File: src/rtl/sds_pkg.sv
// ----------------------------------------------------------------------------
// sds_pkg: shared types and constants of the session data segmenter
// header octet table, request plan type and sizing constants
// ----------------------------------------------------------------------------
package sds_pkg;

   localparam int DEF_LENGTH_BITS = 24;   // ssdu length counter width
   localparam int MAX_LENGTH_BITS = 32;
   localparam int LEN_PORT_BITS   = 24;   // width of the length field on the port

   localparam int LIMIT_BITS      = 16;
   localparam logic [LIMIT_BITS-1:0] LIMIT_FLOOR     = 16'd8;
   localparam logic [LIMIT_BITS-1:0] SEG_HDR_OVERHEAD = 16'd7;

   localparam logic [2:0] PLAIN_HDR_LEN = 3'd4;
   localparam logic [2:0] SEG_HDR_LEN   = 3'd7;

   // spdu octets
   localparam logic [7:0] SPDU_GT         = 8'h01;
   localparam logic [7:0] SPDU_ZERO_LI    = 8'h00;
   localparam logic [7:0] SPDU_DT         = 8'h01;
   localparam logic [7:0] SPDU_DT_LI_SEG  = 8'h03;
   localparam logic [7:0] ENC_ITEM_PI     = 8'd25;
   localparam logic [7:0] ENC_ITEM_LI     = 8'h01;

   localparam logic [1:0] ENC_FIRST = 2'b01;
   localparam logic [1:0] ENC_LAST  = 2'b10;

   localparam logic CMD_START = 1'b0;
   localparam logic CMD_BYTE  = 1'b1;

   typedef enum logic [1:0] {
      HDR_NONE,
      HDR_PLAIN,
      HDR_SEG
   } hdr_kind_type;

   // everything one request emits, in compact form
   typedef struct packed {
      hdr_kind_type hdr_kind;
      logic [1:0]   hdr_enc;
      logic         hdr_last;    // header closes the unit
      logic         has_data;
      logic [7:0]   data_byte;
      logic         data_last;   // data octet closes the unit
      logic         error;
   } plan_type;

   function automatic logic [2:0] hdr_length(input hdr_kind_type kind);
      logic [2:0] len;
      unique case (kind)
         HDR_PLAIN: len = PLAIN_HDR_LEN;
         HDR_SEG:   len = SEG_HDR_LEN;
         default:   len = 3'd0;
      endcase
      return len;
   endfunction

   function automatic logic [7:0] hdr_octet(input hdr_kind_type kind,
                                            input logic [2:0] pos,
                                            input logic [1:0] enc);
      logic [7:0] b;
      b = 8'h00;
      if (kind == HDR_SEG) begin
         case (pos)
            3'd0:    b = SPDU_GT;
            3'd1:    b = SPDU_ZERO_LI;
            3'd2:    b = SPDU_DT;
            3'd3:    b = SPDU_DT_LI_SEG;
            3'd4:    b = ENC_ITEM_PI;
            3'd5:    b = ENC_ITEM_LI;
            3'd6:    b = {6'd0, enc};
            default: b = 8'h00;
         endcase
      end else begin
         case (pos)
            3'd0:    b = SPDU_GT;
            3'd1:    b = SPDU_ZERO_LI;
            3'd2:    b = SPDU_DT;
            default: b = SPDU_ZERO_LI;
         endcase
      end
      return b;
   endfunction

endpackage

File: src/rtl/sds_planner.sv
// ----------------------------------------------------------------------------
// sds_planner: ssdu state and per-request plan
// decides header and data octets for one request, updates state on accept
// ----------------------------------------------------------------------------
module sds_planner import sds_pkg::*; #(
   parameter int LENGTH_BITS = DEF_LENGTH_BITS
) (
   input  logic                     clock,
   input  logic                     reset,
   input  logic                     accept,
   input  logic                     cmd,
   input  logic [LEN_PORT_BITS-1:0] ssdu_length,
   input  logic [7:0]               data_byte,
   input  logic [LIMIT_BITS-1:0]    segment_limit,
   output plan_type                 plan
);

   logic [LENGTH_BITS-1:0] remaining_ff, remaining_in;
   logic [LIMIT_BITS-1:0]  seg_left_ff, seg_left_in;
   logic                   open_ff, open_in;

   logic [MAX_LENGTH_BITS-1:0] len_wide;
   logic [LENGTH_BITS-1:0]     len_masked;
   logic [LENGTH_BITS-1:0]     base_len;      // length the header is sized from
   logic [LIMIT_BITS-1:0]      limit_eff;
   logic [LIMIT_BITS-1:0]      seg_max;
   logic [LENGTH_BITS-1:0]     seg_max_wide;
   logic                       fits;
   logic [LIMIT_BITS-1:0]      chunk;
   logic                       seg_on;
   logic [LIMIT_BITS-1:0]      seg_tmp;
   logic [LENGTH_BITS-1:0]     rem_dec;
   logic [LIMIT_BITS-1:0]      seg_dec;

   always_comb begin
      len_wide     = MAX_LENGTH_BITS'(ssdu_length);
      len_masked   = len_wide[LENGTH_BITS-1:0];
      seg_on       = (segment_limit != '0);
      limit_eff    = (segment_limit < LIMIT_FLOOR) ? LIMIT_FLOOR : segment_limit;
      seg_max      = limit_eff - SEG_HDR_OVERHEAD;
      seg_max_wide = LENGTH_BITS'(seg_max);
      base_len     = (cmd == CMD_START) ? len_masked : remaining_ff;
      fits         = (base_len <= seg_max_wide);
      chunk        = fits ? base_len[LIMIT_BITS-1:0] : seg_max;
   end

   always_comb begin
      plan          = '0;
      plan.hdr_kind = HDR_NONE;
      remaining_in  = remaining_ff;
      seg_left_in   = seg_left_ff;
      open_in       = open_ff;
      seg_tmp       = seg_left_ff;
      rem_dec       = remaining_ff - 1'b1;
      seg_dec       = '0;

      if (cmd == CMD_START) begin
         remaining_in = len_masked;
         open_in      = (len_masked != '0);
         if (!seg_on) begin
            plan.hdr_kind = HDR_PLAIN;
            plan.hdr_last = (len_masked == '0);
            seg_left_in   = '0;
         end else begin
            plan.hdr_kind = HDR_SEG;
            plan.hdr_enc  = ENC_FIRST | (fits ? ENC_LAST : 2'b00);
            plan.hdr_last = (chunk == '0);
            seg_left_in   = chunk;
         end
      end else if (!open_ff) begin
         // stray byte: one error result, state untouched
         plan.has_data = 1'b1;
         plan.error    = 1'b1;
      end else begin
         if (seg_on && seg_left_ff == '0) begin
            plan.hdr_kind = HDR_SEG;
            plan.hdr_enc  = fits ? ENC_LAST : 2'b00;
            plan.hdr_last = (chunk == '0);
            seg_tmp       = chunk;
         end
         seg_dec        = (seg_tmp != '0) ? seg_tmp - 1'b1 : '0;
         plan.has_data  = 1'b1;
         plan.data_byte = data_byte;
         plan.data_last = (rem_dec == '0) || (seg_on && seg_dec == '0);
         remaining_in   = rem_dec;
         seg_left_in    = seg_dec;
         if (rem_dec == '0) begin
            open_in     = 1'b0;
            seg_left_in = '0;
         end
      end
   end

   always_ff @(posedge clock) begin
      if (reset) begin
         remaining_ff <= '0;
         seg_left_ff  <= '0;
         open_ff      <= 1'b0;
      end else if (accept) begin
         remaining_ff <= remaining_in;
         seg_left_ff  <= seg_left_in;
         open_ff      <= open_in;
      end
   end

endmodule

File: src/rtl/sds_emitter.sv
// ----------------------------------------------------------------------------
// sds_emitter: plan register and result register
// steps through the header octets and the data octet of one plan
// ----------------------------------------------------------------------------
module sds_emitter import sds_pkg::*; (
   input  logic       clock,
   input  logic       reset,
   input  logic       load,        // request accepted, plan is valid
   input  plan_type   plan,
   output logic       ready,
   output logic       rsp_valid,
   input  logic       rsp_stall,
   output logic [7:0] rsp_out_byte,
   output logic       rsp_unit_last,
   output logic       rsp_run_last,
   output logic       rsp_error
);

   plan_type   plan_ff;
   logic       plan_valid_ff;
   logic [2:0] pos_ff;

   logic       rsp_valid_ff;
   logic [7:0] out_byte_ff, out_byte_in;
   logic       unit_last_ff, unit_last_in;
   logic       run_last_ff, run_last_in;
   logic       error_ff, error_in;

   logic [2:0] hdr_len;
   logic       in_hdr;
   logic       hdr_end;
   logic       elem_last;
   logic       out_load;

   always_comb begin
      hdr_len   = hdr_length(plan_ff.hdr_kind);
      in_hdr    = (pos_ff < hdr_len);
      hdr_end   = (pos_ff == hdr_len - 3'd1);
      elem_last = in_hdr ? (hdr_end && !plan_ff.has_data) : 1'b1;
      out_load  = plan_valid_ff && (!rsp_valid_ff || !rsp_stall);
      ready     = !plan_valid_ff || (out_load && elem_last);

      if (in_hdr) begin
         out_byte_in  = hdr_octet(plan_ff.hdr_kind, pos_ff, plan_ff.hdr_enc);
         unit_last_in = hdr_end && plan_ff.hdr_last;
         error_in     = 1'b0;
      end else begin
         out_byte_in  = plan_ff.error ? 8'h00 : plan_ff.data_byte;
         unit_last_in = plan_ff.data_last && !plan_ff.error;
         error_in     = plan_ff.error;
      end
      run_last_in = elem_last;
   end

   always_ff @(posedge clock) begin
      if (reset) begin
         plan_valid_ff <= 1'b0;
         pos_ff        <= '0;
      end else if (load) begin
         plan_valid_ff <= 1'b1;
         pos_ff        <= '0;
      end else if (out_load && elem_last) begin
         plan_valid_ff <= 1'b0;
         pos_ff        <= '0;
      end else if (out_load) begin
         pos_ff <= pos_ff + 3'd1;
      end
   end

   always_ff @(posedge clock) begin
      if (load) begin
         plan_ff <= plan;
      end
   end

   always_ff @(posedge clock) begin
      if (reset) begin
         rsp_valid_ff <= 1'b0;
      end else if (out_load) begin
         rsp_valid_ff <= 1'b1;
      end else if (!rsp_stall) begin
         rsp_valid_ff <= 1'b0;
      end
   end

   always_ff @(posedge clock) begin
      if (out_load) begin
         out_byte_ff  <= out_byte_in;
         unit_last_ff <= unit_last_in;
         run_last_ff  <= run_last_in;
         error_ff     <= error_in;
      end
   end

   assign rsp_valid     = rsp_valid_ff;
   assign rsp_out_byte  = out_byte_ff;
   assign rsp_unit_last = unit_last_ff;
   assign rsp_run_last  = run_last_ff;
   assign rsp_error     = error_ff;

   a_reset_clears_rsp: assert property (@(posedge clock)
      reset |=> !rsp_valid_ff)
      else $error("result valid after reset");

   a_error_shape: assert property (@(posedge clock) disable iff (reset)
      (rsp_valid_ff && error_ff) |-> (run_last_ff && !unit_last_ff && out_byte_ff == 8'h00))
      else $error("malformed error result");

   a_no_hdr_pos: assert property (@(posedge clock) disable iff (reset)
      (plan_valid_ff && plan_ff.hdr_kind == HDR_NONE) |-> (pos_ff == 3'd0))
      else $error("octet position moved without a header");

   a_plain_pos: assert property (@(posedge clock) disable iff (reset)
      (plan_valid_ff && plan_ff.hdr_kind == HDR_PLAIN) |-> (pos_ff < PLAIN_HDR_LEN))
      else $error("octet position beyond plain header");

endmodule

File: src/rtl/session_data_segmenter.sv
// ----------------------------------------------------------------------------
// session_data_segmenter: frames session data units into transport units
// gt + dt spdu framing, optional segmenting with an enclosure item
// ----------------------------------------------------------------------------
// usage
//   csr_write_en / csr_segment_limit set the maximum unit size (0 = no
//   segmenting, 1..7 act as 8); write it only while the block is idle
//   req_*: one request is a start (req_cmd 0, req_ssdu_length) or one
//   payload octet (req_cmd 1, req_data_byte); taken when req_valid is high
//   and req_stall is low
//   rsp_*: one octet per result; rsp_unit_last closes a transport unit,
//   rsp_run_last marks the final result of a request, rsp_error flags a
//   payload octet with no ssdu open
// timing
//   a request is planned in the cycle it is taken and then passes the plan
//   register and the result register; it emits 1, 4, 7 or 8 results, one
//   per cycle while rsp_stall is low, set by the single result register
//   payload octets in a segment sustain one request per cycle while rsp_stall
//   is low; a start or a segment boundary holds off the next request
// reset
//   synchronous; closes any open ssdu, clears the limit and drops results
// stall
//   a stalled result holds; the plan register keeps the next request and
//   req_stall stays high until the plan register is drained
// ----------------------------------------------------------------------------
module session_data_segmenter import sds_pkg::*; #(
   parameter int LENGTH_BITS = DEF_LENGTH_BITS
) (
   input  logic                     clock,
   input  logic                     reset,
   // configuration
   input  logic                     csr_write_en,
   input  logic [LIMIT_BITS-1:0]    csr_segment_limit,
   // request channel
   input  logic                     req_valid,
   output logic                     req_stall,
   input  logic                     req_cmd,
   input  logic [LEN_PORT_BITS-1:0] req_ssdu_length,
   input  logic [7:0]               req_data_byte,
   // result channel
   output logic                     rsp_valid,
   input  logic                     rsp_stall,
   output logic [7:0]               rsp_out_byte,
   output logic                     rsp_unit_last,
   output logic                     rsp_run_last,
   output logic                     rsp_error
);

   // negotiated limit register
   logic [LIMIT_BITS-1:0] limit_ff;

   logic     ready;
   logic     accept;
   plan_type plan;

   always_ff @(posedge clock) begin
      if (reset) begin
         limit_ff <= '0;
      end else if (csr_write_en) begin
         limit_ff <= csr_segment_limit;
      end
   end

   // a request is taken whenever the plan register frees up this cycle
   assign req_stall = !ready;
   assign accept    = req_valid && ready;

   sds_planner #(
      .LENGTH_BITS (LENGTH_BITS)
   ) u_planner (
      .clock         (clock),
      .reset         (reset),
      .accept        (accept),
      .cmd           (req_cmd),
      .ssdu_length   (req_ssdu_length),
      .data_byte     (req_data_byte),
      .segment_limit (limit_ff),
      .plan          (plan)
   );

   sds_emitter u_emitter (
      .clock         (clock),
      .reset         (reset),
      .load          (accept),
      .plan          (plan),
      .ready         (ready),
      .rsp_valid     (rsp_valid),
      .rsp_stall     (rsp_stall),
      .rsp_out_byte  (rsp_out_byte),
      .rsp_unit_last (rsp_unit_last),
      .rsp_run_last  (rsp_run_last),
      .rsp_error     (rsp_error)
   );

endmodule
File: config.mk
export PLATFORM = sky130hd
export DESIGN_NAME = session_data_segmenter
export DESIGN_NICKNAME = d
export VERILOG_FILES = /design/src/rtl/sds_pkg.sv /design/src/rtl/sds_planner.sv /design/src/rtl/sds_emitter.sv /design/src/rtl/session_data_segmenter.sv
export SDC_FILE = /design/constraint.sdc
export NUM_CORES = 1
export LEC_CHECK = 0
export BUFFER_PORTS_ARGS = -buffer_cell sky130_fd_sc_hd__buf_2
export CAP_MARGIN = 30
export CORE_AREA = 2 2 115 117
export DETAILED_ROUTE_END_ITERATION = 12
export DIE_AREA = 0 0 117 119
export PLACE_DENSITY = 0.78
export SETUP_SLACK_MARGIN = 0.5
export SYNTH_ARGS = -nofsm -noshare
export SYNTH_HDL_FRONTEND = slang
export SYNTH_SLANG_ARGS = --single-unit
export TNS_END_PERCENT = 5
File: constraint.sdc
create_clock -name clock -period 9.54 [get_ports clock]
set_clock_uncertainty 0.2 [all_clocks]
set_input_delay 1.431 -clock clock [delete_from_list [all_inputs] [get_ports clock]]
set_output_delay 1.431 -clock clock [all_outputs]
set_load 0.005 [all_outputs]
==> results of run 1 <==
## critical path: cells and delay by family, from the launching register on
| family | cells | cell delay, ns |
|---|---|---|
| buffers and inverters | 1 | 0.08 |
| AO/OA/AOI/OAI | 9 | 2.95 |
| adder cells (fa/ha/maj) | 2 | 0.58 |
| AND/OR/NAND/NOR | 9 | 3.86 |
| flip-flops | 1 | 0.42 |
## power breakdown
part	switching, uW	internal, uW	leakage [uW]
sequential	30.9	419	0.000773
combinational	305	177	0.00219
clock	156	182	0.000134
## cells in the final DEF, fill, tap and decap left out, drive strengths merged, types with 11 or more instances in the layout
cell type,n
nand2,91
nor2,81
buf,78
a21oi,63
dfxtp,62
o21ai,56
nor3,42
inv,35
edfxtp,27
mux2i,25
ha,24
nor4,22
a211oi,21
or3,19
nand3,19
and2,14
a221oi,13
or4,13
a21o,12
xnor2,11
xor2,11
clkbuf,11
## synthesized netlist by cell type (all sizes together), types with 5 or more instances
cell	instances
a2111oi	6
a211oi	21
a21o	12
a21oi	63
a221oi	13
a22oi	5
a31oi	5
and2	14
and3	9
buf	11
clkbuf	41
dfxtp	62
edfxtp	27
ha	24
inv	33
mux2	7
mux2i	25
nand2	91
nand2b	5
nand3	19
nand3b	5
nand4	10
nor2	81
nor2b	10
nor3	42
nor3b	6
nor4	22
o211ai	7
o21ai	56
o31ai	5
or2	9
or3	19
or4	13
xnor2	11
xor2	11
## layout make-up
type	instances	share of cell area [%]
Sequential cell	89	27.0
Tap cell	176	2.89
Multi-Input combinational cell	701	59.4
Clock buffer	11	3.11
Inverter	33	1.63
Timing Repair Buffer	78	5.53
Clock inverter	5	0.510
## worst min-delay path by stage
| stage | startpoint | end | slack, ns | cells past startpoint |
|---|---|---|---|---|
| CTS | u_planner.remaining_ff[9]$_SDFFE_PP0P_ | u_planner.remaining_ff[9]$_SDFFE_PP0P_ | 0.29 | 2 |
| finish | u_emitter.plan_valid_ff$_SDFFE_PP0P_ | u_emitter.rsp_valid$_SDFFE_PP0P_ | 0.29 | 2 |
| detailed placement | u_planner.remaining_ff[9]$_SDFFE_PP0P_ | u_planner.remaining_ff[9]$_SDFFE_PP0P_ | 0.28 | 2 |
| global placement | u_planner.remaining_ff[9]$_SDFFE_PP0P_ | u_planner.remaining_ff[9]$_SDFFE_PP0P_ | 0.27 | 2 |
| floorplan | u_planner.seg_left_ff[5]$_SDFFE_PP0P_ | u_planner.seg_left_ff[5]$_SDFFE_PP0P_ | 0.25 | 2 |
| global route | u_planner.remaining_ff[9]$_SDFFE_PP0P_ | u_planner.remaining_ff[9]$_SDFFE_PP0P_ | 0.32 | 2 |
## logic make-up (layout without fill, tap and decap cells)
| logic type | Yosys count | in the layout | share of synthesized area (%) |
|---|---|---|---|
| mux | 32 | 32 | 4.77 |
| flops | 89 | 89 | 29.8 |
| xor+xnor | 22 | 22 | 3.01 |
| fa+ha+maj | 25 | 25 | 4.50 |
| compound gates | 256 | 256 | 25.5 |
| buf+inv | 85 | 127 | 4.93 |
| simple gates | 366 | 366 | 27.5 |
## registers in the layout, summed over array words and instances, names as in the netlist
signal and cells:
u_emitter.rsp_unit_last 1, u_emitter.rsp_error 1, u_emitter.pos_ff 3, u_emitter.plan_valid_ff 1
u_emitter.rsp_out_byte 8, u_planner.remaining_ff 24, u_emitter.rsp_run_last 1, limit_ff 16
u_planner.seg_left_ff 16, u_planner.open_ff 1, u_emitter.plan_ff 16, u_emitter.rsp_valid 1
## per-layer routing
| layer | track usage [%] | up-vias |
|---|---|---|
| met2 | 49.7 | 378 |
| met1 | 42.9 | 3374 |
| met4 | 15.9 | 0 |
| li1 | - | 3364 |
| met3 | 4.78 | 68 |
| met5 | 0 | - |
## per-stage QoR
stage          cells  setup slack (ns)  util (%)
5_1_grt         1093             0.672      59.1
3_5_place_dp    1077              1.25      57.0
2_1_floorplan    875              1.79         -
4_1_cts         1093              1.39      59.1
3_3_place_gp    1077              1.41      57.0
6_report        1093              1.30      59.1
==> results.yml, run 1 <==
synthesis:
  synthTopCellsByArea: "dfxtp_1 (18%), edfxtp_1 (12%), nand2_1 (5.0%), a21oi_1 (4.6%), nor2_1 (4.4%)"
  ys_seq_area_share_pct: 29.8
  netlist.area_leader.share_pct: 18.0
  netlist_area_sq_um: 6900
  syn_nets: 953
  synth_flop_cell: "dfxtp_1"
  ys_warn_count: 0
  synth_area_per_cell_sq_um: 7.88
  async_flop_share_pct: 0
  ys_types: 86
  postSynthCellCount: 875
  yosys.area.top_type: "dfxtp_1"
  synth_edf_count: 27
  yosys_register_bits: 89
layout:
  multi_input_area_sq_um: 4520
  seqCellArea_sq_um: 2050
  final_area_sq_um: 7610
  diodes: 0
  fillers: 1200
  fin_nets: 990
  drive_gt1_share_pct: 14.2
  syn2layout_area_growth_pct: 10.3
route:
  drt_iter0_drc: 736
  antenna_left: 0
  drc_errors: 0
  met3_length_microns: 1500
  via_per_inst: 6.57
  routed.top_layer: "met4"
  wl_met2_microns: 9960
  first_pass_iters: 5
  post_drt_wl_per_cell_microns: 19.7
  vias: 7184
  wl_met1_microns: 9190
  drt-total-wl_microns: 21600
clocking:
  clk_path_buf_depth: 2
  cts_setup_buffers: 0
  cts_buffers: 9
  cts_num_sinks: 89
  clock_latency_ns: 0.35
  htreeDepth: 3
  cts_tree: "done"
  postCtsHoldBufs: 0
  cts_resized: 0
  clkTransAtPathRegs_ns: 0.07
  cts_root_buffer: "clkbuf_16"
floorplanning:
  row_count: 42
  core_sq_um: 12900
  start_util_pct: 53.6
  dieWidth_microns: 117
  dieArea_sq_um: 13900
  die_h_microns: 119
  ioPinCount: 67
critical_path:
  path_class: "reg -> reg"
  worst-r2r-setup-slack_ns: 1.30
  rr_startpoint: "limit_ff[10]$_SDFFE_PP0P_"
  crit_end: "u_planner.seg_left_ff[2]$_SDFFE_PP0P_"
  startpoint_type: "flop"
  cp_common_cell: "a211oi_1"
  critPathMaxStageDelay_ns: 0.63
  critical_path.startpoint: "limit_ff[10]$_SDFFE_PP0P_"
  ff2ff_path_depth: 21
  cp.arrival_ns: 8.25
  critPathSlowestCell: "a2111o_1"
  crit_chain: "nor4_1 -> nand4_1 -> nand2_1 -> inv_1 -> ha_1 -> a211oi_1 -> o2111ai_1 -> o31a_1 -> or2_1 -> a2111o_1 -> nor4_4 -> a211oi_1 -> a221oi_1 -> ha_1 -> o221ai_1 -> or3_1 -> or4b_4 -> nor4_2 -> nor3_1 -> a221oi_1 -> a211oi_1"
  timing.rr.end: "u_planner.seg_left_ff[2]$_SDFFE_PP0P_"
  cp_max_fo: 13
  end_kind: "flop"
  cp.required_ns: 9.54
placed_design:
  io_buffers: 66
  dpl.hpwl_microns: 16300
  placement.cell_area_sq_um: 7330
  finalWeightedCongestion: 0.992
timing:
  rsz0062_at_grt: "false"
  setup_viol: 0
  period_share_pct: 86.4
  hold_slack_ns: 0.294
  drv_slew: 0
  fmax_ghz: 0.121
  worst_pin_slew_ns: 1.05
  hold_viol: 0
  tns_ns: 0
  relSlewSlack_pct: 29.3
  period_minus_slack_ns: 8.24
power:
  powerDensity_nw_per_um2: 167
  peakVddDrop_uv: 78.9
  p_leak_uw: 0.00309
  p_total_uw: 1270
global_route:
  grt_max_degree: 61
  grt_pass1_wl_microns: 34900
  grt_usage_pct: 32.0
  overflow: 0
  antenna_found_initial: 0
  grt_pass1_vias: 6622
outcome:
  status: "finished clean"
worst_hold_path:
  min_path_type: "reg -> reg"
run:
  maxCapViolations: 0
Power figures use the tool's default switching activity.
==> run 2: changes to the inputs <==
--- a/config.mk
+++ b/config.mk
@@ -7,10 +7,11 @@
 export LEC_CHECK = 0
 export BUFFER_PORTS_ARGS = -buffer_cell sky130_fd_sc_hd__buf_2
 export CAP_MARGIN = 30
-export CORE_AREA = 2 2 115 117
+export CORE_AREA = 2 2 83 164
 export DETAILED_ROUTE_END_ITERATION = 12
-export DIE_AREA = 0 0 117 119
-export PLACE_DENSITY = 0.78
+export DIE_AREA = 0 0 85 166
+export MAX_ROUTING_LAYER = met4
+export PLACE_DENSITY = 0.77
 export SETUP_SLACK_MARGIN = 0.5
 export SYNTH_ARGS = -nofsm -noshare
 export SYNTH_HDL_FRONTEND = slang
==> run 2 against run 1 <==
Global-route usage rose by 3.6 points. Cell count shrank 1.6%. Register-to-register slack got worse by 0.14 ns. Worst setup slack worse by 0.14 ns. Sequential share of layout area shrank 0.11 points. Core utilization is 0.052 points higher. Largest cell class unchanged. Largest power group unchanged.
==> results.yml, run 2 (synthesis results as in run 1) <==
outcome:
  status: "finished clean"
placed_design:
  place_ws_ns: 1.24
  io_buffers: 66
  dpl.hpwl_microns: 18700
  finalWeightedCongestion: 1.10
  placement.cell_area_sq_um: 7340
  dp_cells: 1058
floorplanning:
  start_util_pct: 53.4
  core_sq_um: 12900
  row_count: 59
  die_h_microns: 166
  dieWidth_microns: 85
  ioPinCount: 67
  dieArea_sq_um: 14100
global_route:
  grt_pass1_wl_microns: 37700
  grt_pass1_vias: 7041
  overflow: 0
  antenna_found_initial: 1
  grt_usage_pct: 35.6
  grt_max_degree: 61
layout:
  final_area_sq_um: 7640
  multi_input_area_sq_um: 4520
  fillers: 1236
  largest_reg_flops: 24
  fin_nets: 995
  fin_cells: 1075
  largest_register: "u_planner.remaining_ff"
  final_cell_mix: "nand2_1 (91), nor2_1 (80), buf_2 (66)"
  seqCellArea_sq_um: 2050
  drive_gt1_share_pct: 14.8
  final_common_cell: "nand2_1"
  syn2layout_area_growth_pct: 10.8
timing:
  tns_ns: 0
  relSlewSlack_pct: 31.1
  period_share_pct: 87.9
  drv_slew: 0
  setup_ws_ns: 1.16
  fmax_ghz: 0.119
  rsz0062_at_grt: "false"
  setup_viol: 0
  worst_pin_slew_ns: 1.01
  hold_viol: 0
  hold_slack_ns: 0.294
  period_minus_slack_ns: 8.38
critical_path:
  cp_max_fo: 13
  cp.required_ns: 9.51
  cp.arrival_ns: 8.35
  path_class: "reg -> reg"
  startpoint_type: "flop"
  critical_path.startpoint: "limit_ff[10]$_SDFFE_PP0P_"
  end_kind: "flop"
  rr_startpoint: "limit_ff[10]$_SDFFE_PP0P_"
power:
  powerDensity_nw_per_um2: 172
  seqPwrFrac_pct: 34.1
  p_leak_uw: 0.00313
  pwr-share-comb_pct: 38.2
  p_sw_uw: 535
  p_clk_share_pct: 27.7
  swShare_pct: 40.6
  intPower_uw: 783
  peakVddDrop_uv: 127
route:
  drt-total-wl_microns: 24400
  drt_iter0_drc: 827
  antenna_left: 0
  vias: 7250
  post_drt_wl_per_cell_microns: 22.7
  via_per_inst: 6.74
  drc_errors: 0
  first_pass_iters: 5
clocking:
  clk_path_buf_depth: 2
  postCtsHoldBufs: 0
  cts_setup_buffers: 0
  cts_resized: 0
  clock_latency_ns: 0.36
  cts_root_buffer: "clkbuf_16"
  htreeDepth: 3
  clkTransAtPathRegs_ns: 0.08
  cts_buffers: 9
  cts_num_sinks: 89
  cts_tree: "done"
worst_hold_path:
  min_path_type: "reg -> reg"
  min-delay-start: "u_planner.remaining_ff[1]$_SDFFE_PP0P_"
run:
  maxCapViolations: 0
[run 2: cell type report]
class | instances | area share [%]
multi-input cells | 701 | 59.1
inverters | 33 | 1.62
repair buffers | 83 | 5.99
flip-flops and latches | 89 | 26.9
well taps | 152 | 2.49
diodes | 1 | 0.0327
clock buffers | 9 | 2.95
clock inverters | 7 | 0.933
[run 2: metrics by stage]
| stage | utilization, % | power (uW) |
|---|---|---|
| floorplan | - | 796 |
| global placement | 56.8 | 938 |
| detailed placement | 56.8 | 941 |
| CTS | 59.1 | 1300 |
| global route | 59.1 | 1380 |
| finish | 59.1 | 1320 |
[run 2: critical path, cell delays in order (launching register included)]
cell and delay, ns:
dfxtp_1 0.42, nor4_1 0.60, nand4_1 0.36, nand2_1 0.16
buf_4 0.15, inv_1 0.05, ha_1 0.27, a2111o_1 0.45
a311oi_1 0.24, a21oi_1 0.14, ha_1 0.34, nand4_1 0.14
o21bai_1 0.22, a2111o_1 0.49, a21o_1 0.32, a31o_1 0.37
a221oi_1 0.63, ha_1 0.31, o221ai_1 0.11, or3_1 0.35
or4b_4 0.59, or3_1 0.43, and4_1 0.22, or3_1 0.40
o41ai_2 0.22
[run 2: power by group through the flow]
stage,Clock (uW),Combinational [uW],Sequential [uW]
4_1_cts,367,486,449
6_report,365,504,450
2_1_floorplan,0,352,444
5_1_grt,378,545,453
3_3_place_gp,0,481,456
3_5_place_dp,0,484,457
[run 2: per-layer routing]
| layer | part of all wire (%) | vias up | track usage, % |
|---|---|---|---|
| li1 | - | 3388 | - |
| met1 | 33 | 3375 | 33.9 |
| met2 | 52 | 345 | 61.4 |
| met3 | 6.3 | 142 | 6.81 |
| met4 | 9.0 | 0 | 26.7 |
| met5 | 0 | - | - |
[run 2: worst paths after layout]
kind,endpoint,slack [ns],cells past startpoint
setup reg to reg,u_emitter.plan_ff[1]$_SDFFCE_PN0P_,1.16,24
setup / recovery,u_emitter.plan_ff[1]$_SDFFCE_PN0P_,1.16,24
hold reg to reg,u_planner.remaining_ff[1]$_SDFFE_PP0P_,0.29,2
hold / removal,u_planner.remaining_ff[1]$_SDFFE_PP0P_,0.29,2
==> run 3: changes to the inputs <==
--- a/config.mk
+++ b/config.mk
@@ -5,7 +5,7 @@
 export SDC_FILE = /design/constraint.sdc
 export NUM_CORES = 1
 export LEC_CHECK = 0
-export BUFFER_PORTS_ARGS = -buffer_cell sky130_fd_sc_hd__buf_2
+export BUFFER_PORTS_ARGS = -buffer_cell sky130_fd_sc_hd__buf_4
 export CAP_MARGIN = 30
 export CORE_AREA = 2 2 83 164
 export DETAILED_ROUTE_END_ITERATION = 12
==> run 3 against run 2 <==
Critical path depth unchanged. Clock power about the same. Worst setup slack worse by 0.20 ns. Register-to-register slack worse by 0.20 ns. Largest power group unchanged. Highest routed layer unchanged.
==> results.yml, run 3 (synthesis results as in run 1) <==
critical_path:
  cp.required_ns: 9.55
  worst-r2r-setup-slack_ns: 0.95
  cp.arrival_ns: 8.60
  ff2ff_path_depth: 24
  startpoint_type: "flop"
  end_kind: "flop"
  cp_max_fo: 13
  path_class: "reg -> reg"
  rr_startpoint: "limit_ff[10]$_SDFFE_PP0P_"
  timing.rr.end: "u_planner.seg_left_ff[2]$_SDFFE_PP0P_"
layout:
  seqCellArea_sq_um: 2050
  largest_register: "u_planner.remaining_ff"
  fin_nets: 990
  final_common_cell: "nand2_1"
  final_cell_mix: "nand2_1 (91), nor2_1 (80), buf_4 (77)"
  syn2layout_area_growth_pct: 12.5
  multi_input_area_sq_um: 4520
  diodes: 0
  drive_gt1_share_pct: 14.3
  largest_reg_flops: 24
  fillers: 1189
outcome:
  status: "finished clean"
clocking:
  clkTransAtPathRegs_ns: 0.07
  cts_resized: 0
  cts_num_sinks: 89
  htreeDepth: 3
  clk_path_buf_depth: 2
  postCtsHoldBufs: 0
  cts_setup_buffers: 0
  clock_latency_ns: 0.36
  cts_buffers: 9
  cts_root_buffer: "clkbuf_16"
  cts_tree: "done"
timing:
  period_minus_slack_ns: 8.59
  setup_ws_ns: 0.954
  setup_viol: 0
  fmax_ghz: 0.116
  tns_ns: 0
  worst_pin_slew_ns: 1.07
  relSlewSlack_pct: 27.8
  rsz0062_at_grt: "false"
  drv_slew: 0
  hold_viol: 0
  period_share_pct: 90.0
route:
  first_pass_iters: 5
  vias: 7295
  antenna_left: 0
  drc_errors: 0
  drt-total-wl_microns: 25000
  drt_iter0_drc: 552
  post_drt_wl_per_cell_microns: 23.4
  via_per_inst: 6.82
worst_hold_path:
  hold-path-endpoint: "u_emitter.rsp_valid$_SDFFE_PP0P_"
  min_path_type: "reg -> reg"
  worstHoldPathCells: 2
  min-delay-start: "u_emitter.plan_valid_ff$_SDFFE_PP0P_"
floorplanning:
  dieWidth_microns: 85
  start_util_pct: 53.4
  row_count: 59
  die_h_microns: 166
  core_sq_um: 12900
  dieArea_sq_um: 14100
  ioPinCount: 67
global_route:
  grt_pass1_wl_microns: 38400
  overflow: 0
  grt_usage_pct: 36.3
  grt_pass1_vias: 7015
  antenna_found_initial: 0
  grt_max_degree: 81
placed_design:
  io_buffers: 66
  dpl.hpwl_microns: 18900
  finalWeightedCongestion: 1.14
  place_ws_ns: 1.11
power:
  p_leak_uw: 0.00315
  powerDensity_nw_per_um2: 171
  peakVddDrop_uv: 159
run:
  maxCapViolations: 0
[run 3: cell count changes in the layout (fill, tap and decap cells not counted), sizes merged]
cell,change
buf,-5
clkinv,-2
clkinvlp,+2
diode,-1
[run 3: stage by stage]
step / total power (uW) / cell area, sq um / utilization, % / instances / hold WS, ns
4_1_cts: 1310 / 7760 / 60.1 / 1069 / 0.300
6_report: 1330 / 7760 / 60.1 / 1069 / 0.295
3_3_place_gp: 946 / 7460 / 57.8 / 1052 / 0.279
3_5_place_dp: 950 / 7470 / 57.8 / 1053 / 0.285
2_1_floorplan: 796 / 6900 / - / 875 / 0.250
5_1_grt: 1390 / 7760 / 60.1 / 1069 / 0.332
[run 3: layout make-up]
cell class                 count  area share (%)
clock buffer                   9            2.90
multi-input combinational    701            58.2
inverter                      33            1.60
sequential                    89            26.4
tap                          152            2.45
timing repair buffer          78            7.51
clock inverter                 7           0.887
[run 3: power breakdown]
part / leakage [uW] / total [uW] / switching (uW) / internal, uW
Combinational: 0.00224 / 513 / 327 / 185
Sequential: 0.000773 / 450 / 32.0 / 418
Clock: 0.000140 / 368 / 182 / 185
Total: 0.00315 / 1330 / 542 / 789
[run 3: critical path: stages (launching register included)]
cell and delay (ns):
dfxtp_1 0.42, nor4_1 0.55, nand4_1 0.34, nand2_1 0.34
inv_1 0.09, ha_1 0.28, a2111o_1 0.46, a311oi_1 0.27
a21oi_1 0.14, ha_1 0.34, nand4_1 0.14, o21bai_1 0.21
a2111o_1 0.48, a21o_1 0.31, a31o_1 0.36, a221oi_1 0.68
ha_1 0.33, o221ai_1 0.12, or3_1 0.36, or4b_4 0.59
nor4_2 0.64, nor3_1 0.16, buf_2 0.22, a221oi_1 0.33
a211oi_1 0.08
[run 3: worst max path at each step]
| stage | depth (start not counted) | slack (ns) | startpoint | to |
|---|---|---|---|---|
| 2_1_floorplan | 24 | 1.79 | req_cmd | u_emitter.plan_ff[1]$_SDFFCE_PN0P_ |
| 3_3_place_gp | 23 | 1.24 | limit_ff[10]$_SDFFE_PP0P_ | u_planner.seg_left_ff[2]$_SDFFE_PP0P_ |
| 3_5_place_dp | 24 | 1.11 | limit_ff[10]$_SDFFE_PP0P_ | u_planner.seg_left_ff[2]$_SDFFE_PP0P_ |
| 4_1_cts | 24 | 1.11 | limit_ff[10]$_SDFFE_PP0P_ | u_planner.seg_left_ff[2]$_SDFFE_PP0P_ |
| 5_1_grt | 24 | 0.51 | limit_ff[10]$_SDFFE_PP0P_ | u_planner.seg_left_ff[7]$_SDFFE_PP0P_ |
| 6_report | 24 | 0.95 | limit_ff[10]$_SDFFE_PP0P_ | u_planner.seg_left_ff[2]$_SDFFE_PP0P_ |
[run 3: routing by layer]
metal	part of all wire [%]	vias up	global-route usage, %
li1	-	3375	-
met1	33	3393	35.1
met2	52	391	63.9
met3	6.5	136	5.47
met4	8.5	0	25.6
met5	0	-	-
